File: src/rtl/rlbt_pkg.sv
// Package for the run-length blob tracker: table sizing, entry type, codes.
// No dependencies.
package rlbt_pkg;

  localparam int MaxObjects = 8;
  localparam int SlotW = $clog2(MaxObjects);
  localparam int CountW = $clog2(MaxObjects + 1);

  localparam logic [1:0] RegLineWidth = 2'd0;
  localparam logic [1:0] RegFrameLines = 2'd1;
  localparam logic [1:0] RegMinRunWidth = 2'd2;
  localparam logic [1:0] RegMinHeight = 2'd3;

  localparam logic [7:0] PktHead = 8'h0A;
  localparam logic [7:0] PktTail = 8'hFF;

  typedef struct packed {
    logic [7:0] color;
    logic [7:0] span_lo;
    logic [7:0] span_hi;
    logic [7:0] left;
    logic [7:0] top;
    logic [7:0] right;
    logic [7:0] bottom;
  } blob_t;

  function automatic logic [7:0] color_index(input logic [7:0] c);
    logic [7:0] r;
    r = 8'd0;
    for (int k = 0; k < 8; k++) begin
      if (c == (8'd128 >> k)) r = 8'(k);
    end
    return r;
  endfunction

endpackage

File: src/rtl/run_length_blob_tracker.sv
// Run-length blob tracker top level: sequencer, object table, report output.
// Depends on rlbt_pkg.
//
//  channel | dir | handshake                  | payload
//  s_axis  | in  | s_axis_tvalid/tready       | tdata {run_length, color_mask}, tuser action
//  m_axis  | out | m_axis_tvalid/tready       | tdata report_byte, tlast last
//  apb     | in  | psel/penable/pwrite/pready | paddr, pwdata, prdata
//
// A run visits the table one slot a cycle through a shared compare unit: it
// scans for a merge, then, if none hits and the table is not full, for a free
// slot, then takes the line step. Every eighth line end sweeps the table for
// the height filter. A frame report streams one byte per cycle when taken and
// not seeking the next valid slot; then the table is cleared. Reset is
// synchronous; the input is not ready until the run and any report are done.
module run_length_blob_tracker
  import rlbt_pkg::*;
(
  input  logic        clk,
  input  logic        rst,
  input  logic        s_axis_tvalid,
  output logic        s_axis_tready,
  input  logic [15:0] s_axis_tdata,  // [7:0] color_mask, [15:8] run_length
  input  logic        s_axis_tuser,  // [0] action
  output logic        m_axis_tvalid,
  input  logic        m_axis_tready,
  output logic [7:0]  m_axis_tdata,  // [7:0] report_byte
  output logic        m_axis_tlast,
  input  logic        psel,
  input  logic        penable,
  input  logic        pwrite,
  input  logic [3:0]  paddr,
  input  logic [31:0] pwdata,
  output logic [31:0] prdata,
  output logic        pready
);

  localparam logic [2:0] StIdle = 3'd0;
  localparam logic [2:0] StMerge = 3'd1;
  localparam logic [2:0] StFree = 3'd2;
  localparam logic [2:0] StLine = 3'd3;
  localparam logic [2:0] StFilter = 3'd4;
  localparam logic [2:0] StReport = 3'd5;

  localparam logic [2:0] PhHead = 3'd0;
  localparam logic [2:0] PhCount = 3'd1;
  localparam logic [2:0] PhField = 3'd2;
  localparam logic [2:0] PhTail = 3'd3;
  localparam logic [2:0] PhSeek = 3'd4;

  logic [7:0] line_width, frame_lines, min_run_width, min_height;
  logic [2:0] state;
  blob_t table_q [MaxObjects];
  logic [MaxObjects-1:0] valid;
  logic [7:0] run_end_position, line_counter;
  logic [CountW-1:0] object_count;
  logic [SlotW-1:0] slot;
  logic [8:0] sum;
  logic [7:0] run_color, start, fin;
  logic track;
  logic [2:0] phase, field;

  // config port
  logic [1:0] reg_sel;
  assign reg_sel = paddr[3:2];
  assign pready = 1'b1;
  always_comb begin
    case (reg_sel)
      RegLineWidth:   prdata = {24'd0, line_width};
      RegFrameLines:  prdata = {24'd0, frame_lines};
      RegMinRunWidth: prdata = {24'd0, min_run_width};
      default:        prdata = {24'd0, min_height};
    endcase
  end
  always_ff @(posedge clk) begin
    if (rst) begin
      line_width <= 8'd176;
      frame_lines <= 8'd144;
      min_run_width <= 8'd3;
      min_height <= 8'd3;
    end else if (psel && penable && pwrite && pready) begin
      case (reg_sel)
        RegLineWidth:   line_width <= pwdata[7:0];
        RegFrameLines:  frame_lines <= pwdata[7:0];
        RegMinRunWidth: min_run_width <= pwdata[7:0];
        default:        min_height <= pwdata[7:0];
      endcase
    end
  end

  // shared compare unit on the current slot
  blob_t cur;
  logic merge_hit, filt_hit, slot_last;
  logic [7:0] prev_line, height, age;
  assign cur = table_q[slot];
  assign prev_line = line_counter - 8'd1;
  assign slot_last = (slot == SlotW'(MaxObjects - 1));
  assign height = cur.bottom - cur.top;
  assign age = line_counter - cur.bottom;
  always_comb begin
    merge_hit = valid[slot] && cur.color == run_color && line_counter != 8'd0 &&
                cur.bottom == prev_line &&
                ((start >= cur.span_lo && start <= cur.span_hi) ||
                 (fin >= cur.span_lo && fin <= cur.span_hi) ||
                 (start <= cur.span_lo && fin >= cur.span_hi));
    filt_hit = valid[slot] && cur.bottom >= cur.top && height < min_height &&
               line_counter >= cur.bottom && age > 8'd2;
  end

  // report byte selection
  logic [7:0] rep_byte;
  always_comb begin
    case (phase)
      PhHead:  rep_byte = PktHead;
      PhCount: rep_byte = 8'(object_count);
      PhTail:  rep_byte = PktTail;
      default: begin
        case (field)
          3'd0:    rep_byte = color_index(cur.color);
          3'd1:    rep_byte = cur.left;
          3'd2:    rep_byte = cur.top;
          3'd3:    rep_byte = cur.right;
          default: rep_byte = cur.bottom;
        endcase
      end
    endcase
  end

  // an empty table sends nothing: the head cycle only clears
  assign s_axis_tready = (state == StIdle);
  assign m_axis_tvalid = (state == StReport) && (phase != PhSeek) &&
                         !(phase == PhHead && object_count == '0);
  assign m_axis_tdata = rep_byte;
  assign m_axis_tlast = (phase == PhTail);

  logic [8:0] sum_in;
  logic [7:0] len_in;
  logic [7:0] line_next;
  assign len_in = s_axis_tdata[15:8];
  assign sum_in = {1'b0, run_end_position} + {1'b0, len_in};
  assign line_next = line_counter + 8'd1;

  always_ff @(posedge clk) begin
    if (rst) begin
      state <= StIdle;
      valid <= '0;
      object_count <= '0;
      line_counter <= '0;
      run_end_position <= '0;
      slot <= '0;
      phase <= PhHead;
      field <= '0;
    end else begin
      case (state)
        StIdle: begin
          if (s_axis_tvalid) begin
            if (s_axis_tuser) begin
              valid <= '0;
              object_count <= '0;
              line_counter <= '0;
              run_end_position <= '0;
            end else begin
              run_color <= s_axis_tdata[7:0];
              start <= run_end_position + 8'd1;
              sum <= sum_in;
              fin <= sum_in[8] ? 8'hFF : sum_in[7:0];
              track <= (s_axis_tdata[7:0] != 8'd0) && (len_in > min_run_width);
              slot <= '0;
              state <= StMerge;
            end
          end
        end
        StMerge: begin
          if (!track) begin
            state <= StLine;
          end else if (merge_hit) begin
            table_q[slot].span_lo <= start;
            table_q[slot].span_hi <= fin;
            if (cur.left > start) table_q[slot].left <= start;
            if (cur.right < fin) table_q[slot].right <= fin;
            table_q[slot].bottom <= line_counter;
            state <= StLine;
          end else if (slot_last) begin
            slot <= '0;
            state <= (object_count >= CountW'(MaxObjects)) ? StLine : StFree;
          end else begin
            slot <= slot + SlotW'(1);
          end
        end
        StFree: begin
          if (!valid[slot]) begin
            table_q[slot] <= '{color: run_color, span_lo: start, span_hi: fin,
                               left: start, top: line_counter, right: fin,
                               bottom: line_counter};
            valid[slot] <= 1'b1;
            object_count <= object_count + CountW'(1);
            state <= StLine;
          end else if (slot_last) begin
            state <= StLine;
          end else begin
            slot <= slot + SlotW'(1);
          end
        end
        StLine: begin
          slot <= '0;
          if (sum < {1'b0, line_width}) begin
            run_end_position <= sum[7:0];
            state <= StIdle;
          end else begin
            run_end_position <= '0;
            if (line_counter[2:0] == 3'd7) begin
              state <= StFilter;
            end else begin
              line_counter <= line_next;
              if (line_next < frame_lines && line_next != 8'd0) begin
                state <= StIdle;
              end else begin
                phase <= PhHead;
                state <= StReport;
              end
            end
          end
        end
        StFilter: begin
          if (filt_hit) begin
            valid[slot] <= 1'b0;
            if (object_count != '0) object_count <= object_count - CountW'(1);
          end
          if (slot_last) begin
            slot <= '0;
            line_counter <= line_next;
            if (line_next < frame_lines && line_next != 8'd0) begin
              state <= StIdle;
            end else begin
              phase <= PhHead;
              state <= StReport;
            end
          end else begin
            slot <= slot + SlotW'(1);
          end
        end
        StReport: begin
          if (phase == PhHead && object_count == '0) begin
            valid <= '0;
            line_counter <= '0;
            state <= StIdle;
          end else if (phase == PhSeek) begin
            field <= '0;
            if (valid[slot]) phase <= PhField;
            else if (slot_last) phase <= PhTail;
            else slot <= slot + SlotW'(1);
          end else if (m_axis_tready) begin
            case (phase)
              PhHead: phase <= PhCount;
              PhCount: begin
                slot <= '0;
                phase <= PhSeek;
              end
              PhField: begin
                if (field == 3'd4) begin
                  field <= '0;
                  if (slot_last) begin
                    phase <= PhTail;
                  end else begin
                    slot <= slot + SlotW'(1);
                    phase <= PhSeek;
                  end
                end else begin
                  field <= field + 3'd1;
                end
              end
              default: begin
                valid <= '0;
                object_count <= '0;
                line_counter <= '0;
                phase <= PhHead;
                state <= StIdle;
              end
            endcase
          end
        end
        default: state <= StIdle;
      endcase
    end
  end

endmodule

File: config.mk
export PLATFORM = sky130hd
export DESIGN_NAME = run_length_blob_tracker
export DESIGN_NICKNAME = d
export VERILOG_FILES = /design/src/rtl/rlbt_pkg.sv /design/src/rtl/run_length_blob_tracker.sv
export SDC_FILE = /design/constraint.sdc
export NUM_CORES = 1
export LEC_CHECK = 0
export ABC_CLOCK_PERIOD_IN_PS = 6950
export BUFFER_PORTS_ARGS = -buffer_cell sky130_fd_sc_hd__buf_2
export CORE_MARGIN = 4
export CORE_UTILIZATION = 62
export DETAILED_ROUTE_END_ITERATION = 8
export GPL_ROUTABILITY_DRIVEN = 0
export PLACE_DENSITY = 0.8
export SYNTH_ARGS = -nofsm -noshare
export SYNTH_HDL_FRONTEND = slang
export SYNTH_SLANG_ARGS = --single-unit
File: constraint.sdc
create_clock -name clk -period 6.95 [get_ports clk]
set_input_delay 0.695 -clock clk [delete_from_list [all_inputs] [get_ports clk]]
set_output_delay 0.695 -clock clk [all_outputs]
set_load 0.01 [all_outputs]
## Word level (Yosys, flattened, before mapping)

Memory sizes are Yosys's and may differ from the RTL's. A register that Yosys moved wholly into a read port is not among the register bits.
Index checks and enable logic that the tools add are counted.

| operators by class | value |
|---|---|
| $add $sub $neg | 10 |
| multiply operators | 0 |
| div/mod/pow operators | 0 |
| magnitude comparators | 18 |
| equality and inequality tests | 53 |
| shift operators | 0 |
| mux-type cells | 113 |
| bitwise logic cells | 11 |
| reduce and logical (&&, ||, !) cells | 53 |

Operator list:

| cell | count |
|---|---|
| $mux W8 | 21 |
| $mux W3 | 43 |
| $pmux W8 S4 | 3 |
| $pmux W8 S3 | 2 |
| $ge A8 B8 Y1 | 5 |
| $mux W4 | 9 |
| $pmux W3 S6 | 2 |
| $ne A2 B2 Y1 const B | 15 |
| $mux W1 | 25 |
| $le A8 B8 Y1 | 3 |
| $lt A8 B8 Y1 | 3 |
| $reduce_and A8 Y1 | 3 |
| $reduce_bool A8 Y1 | 3 |
| $logic_and A1 B1 Y1 | 19 |
| $eq A3 B2 Y1 const B | 6 |
| $eq A3 B3 Y1 const B | 6 |
| $pmux W3 S3 | 2 |
| $add A8 B1 Y8 const B | 2 |
| $eq A8 B8 Y1 | 2 |
| $gt A8 B8 Y1 | 2 |
| $mux W16 | 1 |
| $pmux W4 S4 | 1 |
| $pmux W8 S2 | 1 |
| $sub A8 B8 Y8 | 2 |
| 49 further kinds | 77 |

| storage, ports and cells | value |
|---|---|
| register bits after elaboration | 106 |
| latch bits | 0 |
| memory bits (writable) | 448 |
| bits in read-only memories | 0 |
| input bits | 60 |
| output and inout bits | 44 |
| memories kept | 1 |

Memories:

| memory | depth | bits a word | read ports | clocked after memory_dff | wr ports | line | RTL |
|---|---|---|---|---|---|---|---|
| table_q | 8 | 56 | 1 | 1 | 1 | run_length_blob_tracker.sv:52 | `blob_t table_q [MaxObjects];` |

## Depth between registers and ports, before layout

| depth | value |
|---|---|
| depth after elaboration | 12 |
| depth in mapped cells | 26 |
| depth with buffers taken out | 20 |

## Worst setup path before layout

OpenSTA, ideal clock, no wires.

| path | value |
|---|---|
| path kind | flip-flop to flip-flop |
| start | register with a tool-made name |
| end | register valid[0] |
| library setup time | 0.133 ns |
| data arrival time | 5.432 ns |
| setup slack | 1.386 ns |
| cell stages (with the launch flop) | 24 |
| cells stage by stage | dfxtp_1 buf_2 buf_4 buf_2 buf_2 mux4_2 mux2i_1 ha_1 inv_1 fa_1 a21o_1 a21oi_1 o21bai_1 a21oi_1 xnor2_1 ha_1 a21oi_1 o22ai_1 or4_1 o41ai_1 nand4_1 clkbuf_1 o21ai_0 a21oi_1 |

RTL lines:

| item | line | RTL |
|---|---|---|
| end signal: assignment | run_length_blob_tracker.sv:145 | `valid <= '0;` |
| end signal: assignment | run_length_blob_tracker.sv:157 | `valid <= '0;` |
| end signal: indexed assignment | run_length_blob_tracker.sv:194 | `valid[slot] <= 1'b1;` |
| end: declaration | run_length_blob_tracker.sv:53 | `logic [MaxObjects-1:0] valid;` |

==> impl_metrics.py <==
metrics = {
    "outcome": {
        "status": "complete, no violations",
    },
    "layout": {
        "register_area_mm2": 0.0160,
        "drive_gt1_frac": 0.171,
        "layout_common_cells": "482 x edfxtp_1, 144 x nor2_1, 116 x ha_1",
        "final_common_cell": "edfxtp_1",
        "multiInputGateArea_mm2": 0.00927,
        "max_flop_register": "table_q",
        "largest_reg_flops": 448,
        "diodes": 0,
        "fillers": 2613,
        "areaGrowthSynthToFinish_pct": 9.22,
        "nets": 2023,
        "top_regs": "table_q: 448 flops, sum: 9 flops",
    },
    "place": {
        "hpwlAfterDp_um": 39100,
        "io_buffers": 52,
    },
    "yosys": {
        "ys_seq_area_frac": 0.614,
        "ys_warn_count": 0,
        "synth_area_leaders": "edfxtp_1 56%, mux4_2 9.0%, dfxtp_1 5.8%",
        "ys_seq_elements": 557,
        "ys_async_sr_fraction": 0,
        "synth.top_cell.area_share": 0.556,
        "synth-edff-count": 482,
        "synth_ff_type": "edfxtp_1",
        "synth_cell_types": 83,
        "syn_area_per_cell_um2": 14.6,
        "synth_area_leader_cell": "edfxtp_1",
        "synth_area_mm2": 0.0260,
        "netlist_instances": 1779,
    },
    "worst_setup_path": {
        "critPathCapture": "valid[1]$_SDFFE_PP0P_",
        "worstSetupEndpointType": "flip-flop",
        "reg2regPathDepth": 18,
        "worstPathCellList": "buf_4 -> mux4_2 -> mux2i_4 -> inv_2 -> ha_1 -> a21oi_1 -> o21bai_1 -> a21oi_1 -> xnor2_1 -> ha_1 -> a21oi_1 -> o22ai_1 -> or4_1 -> o41ai_1 -> nand4_1 -> nor2_1 -> o21ai_0 -> a21oi_1",
        "slowest_stage": "dfxtp_4",
        "rrSetupSlack_ns": 0.83,
        "start_kind": "flip-flop",
        "critPathKind": "reg -> reg",
        "arrival_ns": 6.63,
        "rr_endpoint": "valid[1]$_SDFFE_PP0P_",
        "cp_max_fo": 36,
        "cp_data_required_time_ns": 7.46,
        "crit_top_cell": "a21oi_1",
        "max_stage_delay_ns": 0.72,
    },
    "floorplanning": {
        "num_rows": 74,
        "die_area_mm2": 0.0453,
        "core_area_mm2": 0.0412,
        "die_x_um": 213,
        "ioPinCount": 104,
        "die_h_um": 213,
        "start_util": 0.632,
    },
    "timing": {
        "slew_violations": 0,
        "rsz0062_at_grt": "no",
        "fin_crit_ns": 6.12,
        "finClkSkew_ns": 0.0249,
        "max_freq_mhz": 163,
        "tightest_slew_ns": 1.07,
        "finalSetupViolCount": 0,
        "fin_tns_setup_ns": 0,
        "fin_crit_sh": 0.881,
        "relSlewSlack": 0.268,
        "hold_viol_final": 0,
    },
    "pwr": {
        "p_per_area_mw_per_mm2": 263,
        "total_power_w": 0.00749,
        "p_int_w": 0.00563,
        "p_leak_nw": 9.77,
        "irDropWorstVdd_mv": 0.216,
        "sw_frac_of_total": 0.248,
        "p_comb_frac": 0.139,
        "p_sw_w": 0.00185,
        "pwr-share-seq": 0.496,
        "clkPwrFrac": 0.365,
    },
    "flow_run": {
        "maxCapViolCount": 0,
    },
    "clock_tree": {
        "cts_buffers": 52,
        "cts-resized-gates": 0,
        "clkTransAtPathRegs_ns": 0.07,
        "cts-root-buf": "clkbuf_16",
        "clockBufferDepth": 3,
        "clk_latency_ns": 0.61,
        "h-tree-depth": 2,
        "hold_buffers": 0,
        "cts_tree": "built",
        "cts_sinks": 557,
        "cts_setup_buffers": 0,
    },
    "global_route": {
        "grt_util_all_layers": 0.271,
        "grt_pass1_wl_um": 93300,
        "grt_pass1_vias": 16000,
        "grt_max_degree": 80,
        "overflow": 0,
        "antenna_found_initial": 1,
    },
    "min_path": {
        "hold_path_depth": 1,
        "hold_path_class": "in -> reg",
    },
    "detailed_routing": {
        "wl_per_cell_um": 24.9,
        "postRouteAntennaNets": 0,
        "drt_first_pass_iters": 6,
        "routed_wl_um": 60100,
        "drtIter0Drc": 2096,
        "vias": 15800,
        "drc": 0,
        "vias_per_cell": 6.55,
    },
}
[cell usage after synthesis (24+ instances only)]
cell type / n
a21oi_1: 79
buf_4: 29
clkbuf_1: 41
dfxtp_1: 75
edfxtp_1: 482
ha_1: 116
inv_1: 95
mux2_2: 26
mux2i_1: 73
mux4_2: 104
nand2_1: 50
nand3_1: 24
nor2_1: 152
o21ai_0: 69
xnor2_1: 24
[cell families after synthesis]
group / count (synthesis) / synth area share
xor+xnor: 39 / 0.0131
simple gates: 365 / 0.0687
flops: 557 / 0.614
compound gates: 286 / 0.0715
other cells: 2 / 0.000288
buf+inv: 196 / 0.0346
fa+ha+maj: 120 / 0.0588
mux: 214 / 0.139
[worst min path at each step]
stage	start	endpoint	slack [ns]
finish	s_axis_tdata[2]	run_color[2]$_DFFE_PP_	0.29
global placement	valid[6]$_SDFFE_PP0P_	valid[6]$_SDFFE_PP0P_	0.47
detailed placement	valid[3]$_SDFFE_PP0P_	valid[3]$_SDFFE_PP0P_	0.48
CTS	s_axis_tdata[2]	run_color[2]$_DFFE_PP_	0.26
global route	s_axis_tdata[7]	run_color[7]$_DFFE_PP_	0.27
floorplan	min_height[0]$_SDFFE_PP1P_	min_height[0]$_SDFFE_PP1P_	0.45
[layer usage]
| metal | vias to the layer above | share of wire | GRT usage | wire (um) |
|---|---|---|---|---|
| met5 | - | 0.00022 | 0 | 13 |
| met4 | 2 | 0.034 | 0.0940 | 2070 |
| met3 | 151 | 0.095 | 0.0555 | 5720 |
| met2 | 862 | 0.49 | 0.436 | 29200 |
| met1 | 7859 | 0.38 | 0.376 | 23100 |
| li1 | 6941 | - | - | - |
[power by group through the flow]
stage	sequential, W	clock [W]	combinational [W]
after floorplan	0.00373	0	0.000804
after global placement	0.00378	0	0.000971
after detailed placement	0.00378	0	0.00101
after CTS	0.00371	0.00276	0.00103
after global routing	0.00372	0.00292	0.00113
final	0.00371	0.00273	0.00104
[critical path: cells and delay by family (launching register included)]
family                   cells  cell delay [ns]
multiplexers                 2             0.90
AND/OR/NAND/NOR              3             1.38
buffers and inverters        2             0.49
adder cells (fa/ha/maj)      2             0.62
AO/OA/AOI/OAI                8             1.74
XOR/XNOR                     1             0.16
flip-flops                   1             0.72
[cell type report]
cell class,instances,share of cell area
clock inverter,29,0.00942
timing repair buffer,86,0.0186
sequential,557,0.562
multi-input combinational,1049,0.326
tap,532,0.0234
clock buffer,66,0.0476
inverter,97,0.0128
[metrics by stage]
stage	worst slack, ns	hold WS [ns]	util	instance area, um^2	instances
6_report	0.828	0.287	0.690	28400	2416
5_1_grt	0.547	0.272	0.690	28400	2416
4_1_cts	0.909	0.263	0.690	28400	2416
3_5_place_dp	1.02	0.481	0.651	26800	2321
3_3_place_gp	1.22	0.473	0.651	26800	2321
2_1_floorplan	1.39	0.448	-	26100	1802
(Power assumes the default switching activity.)
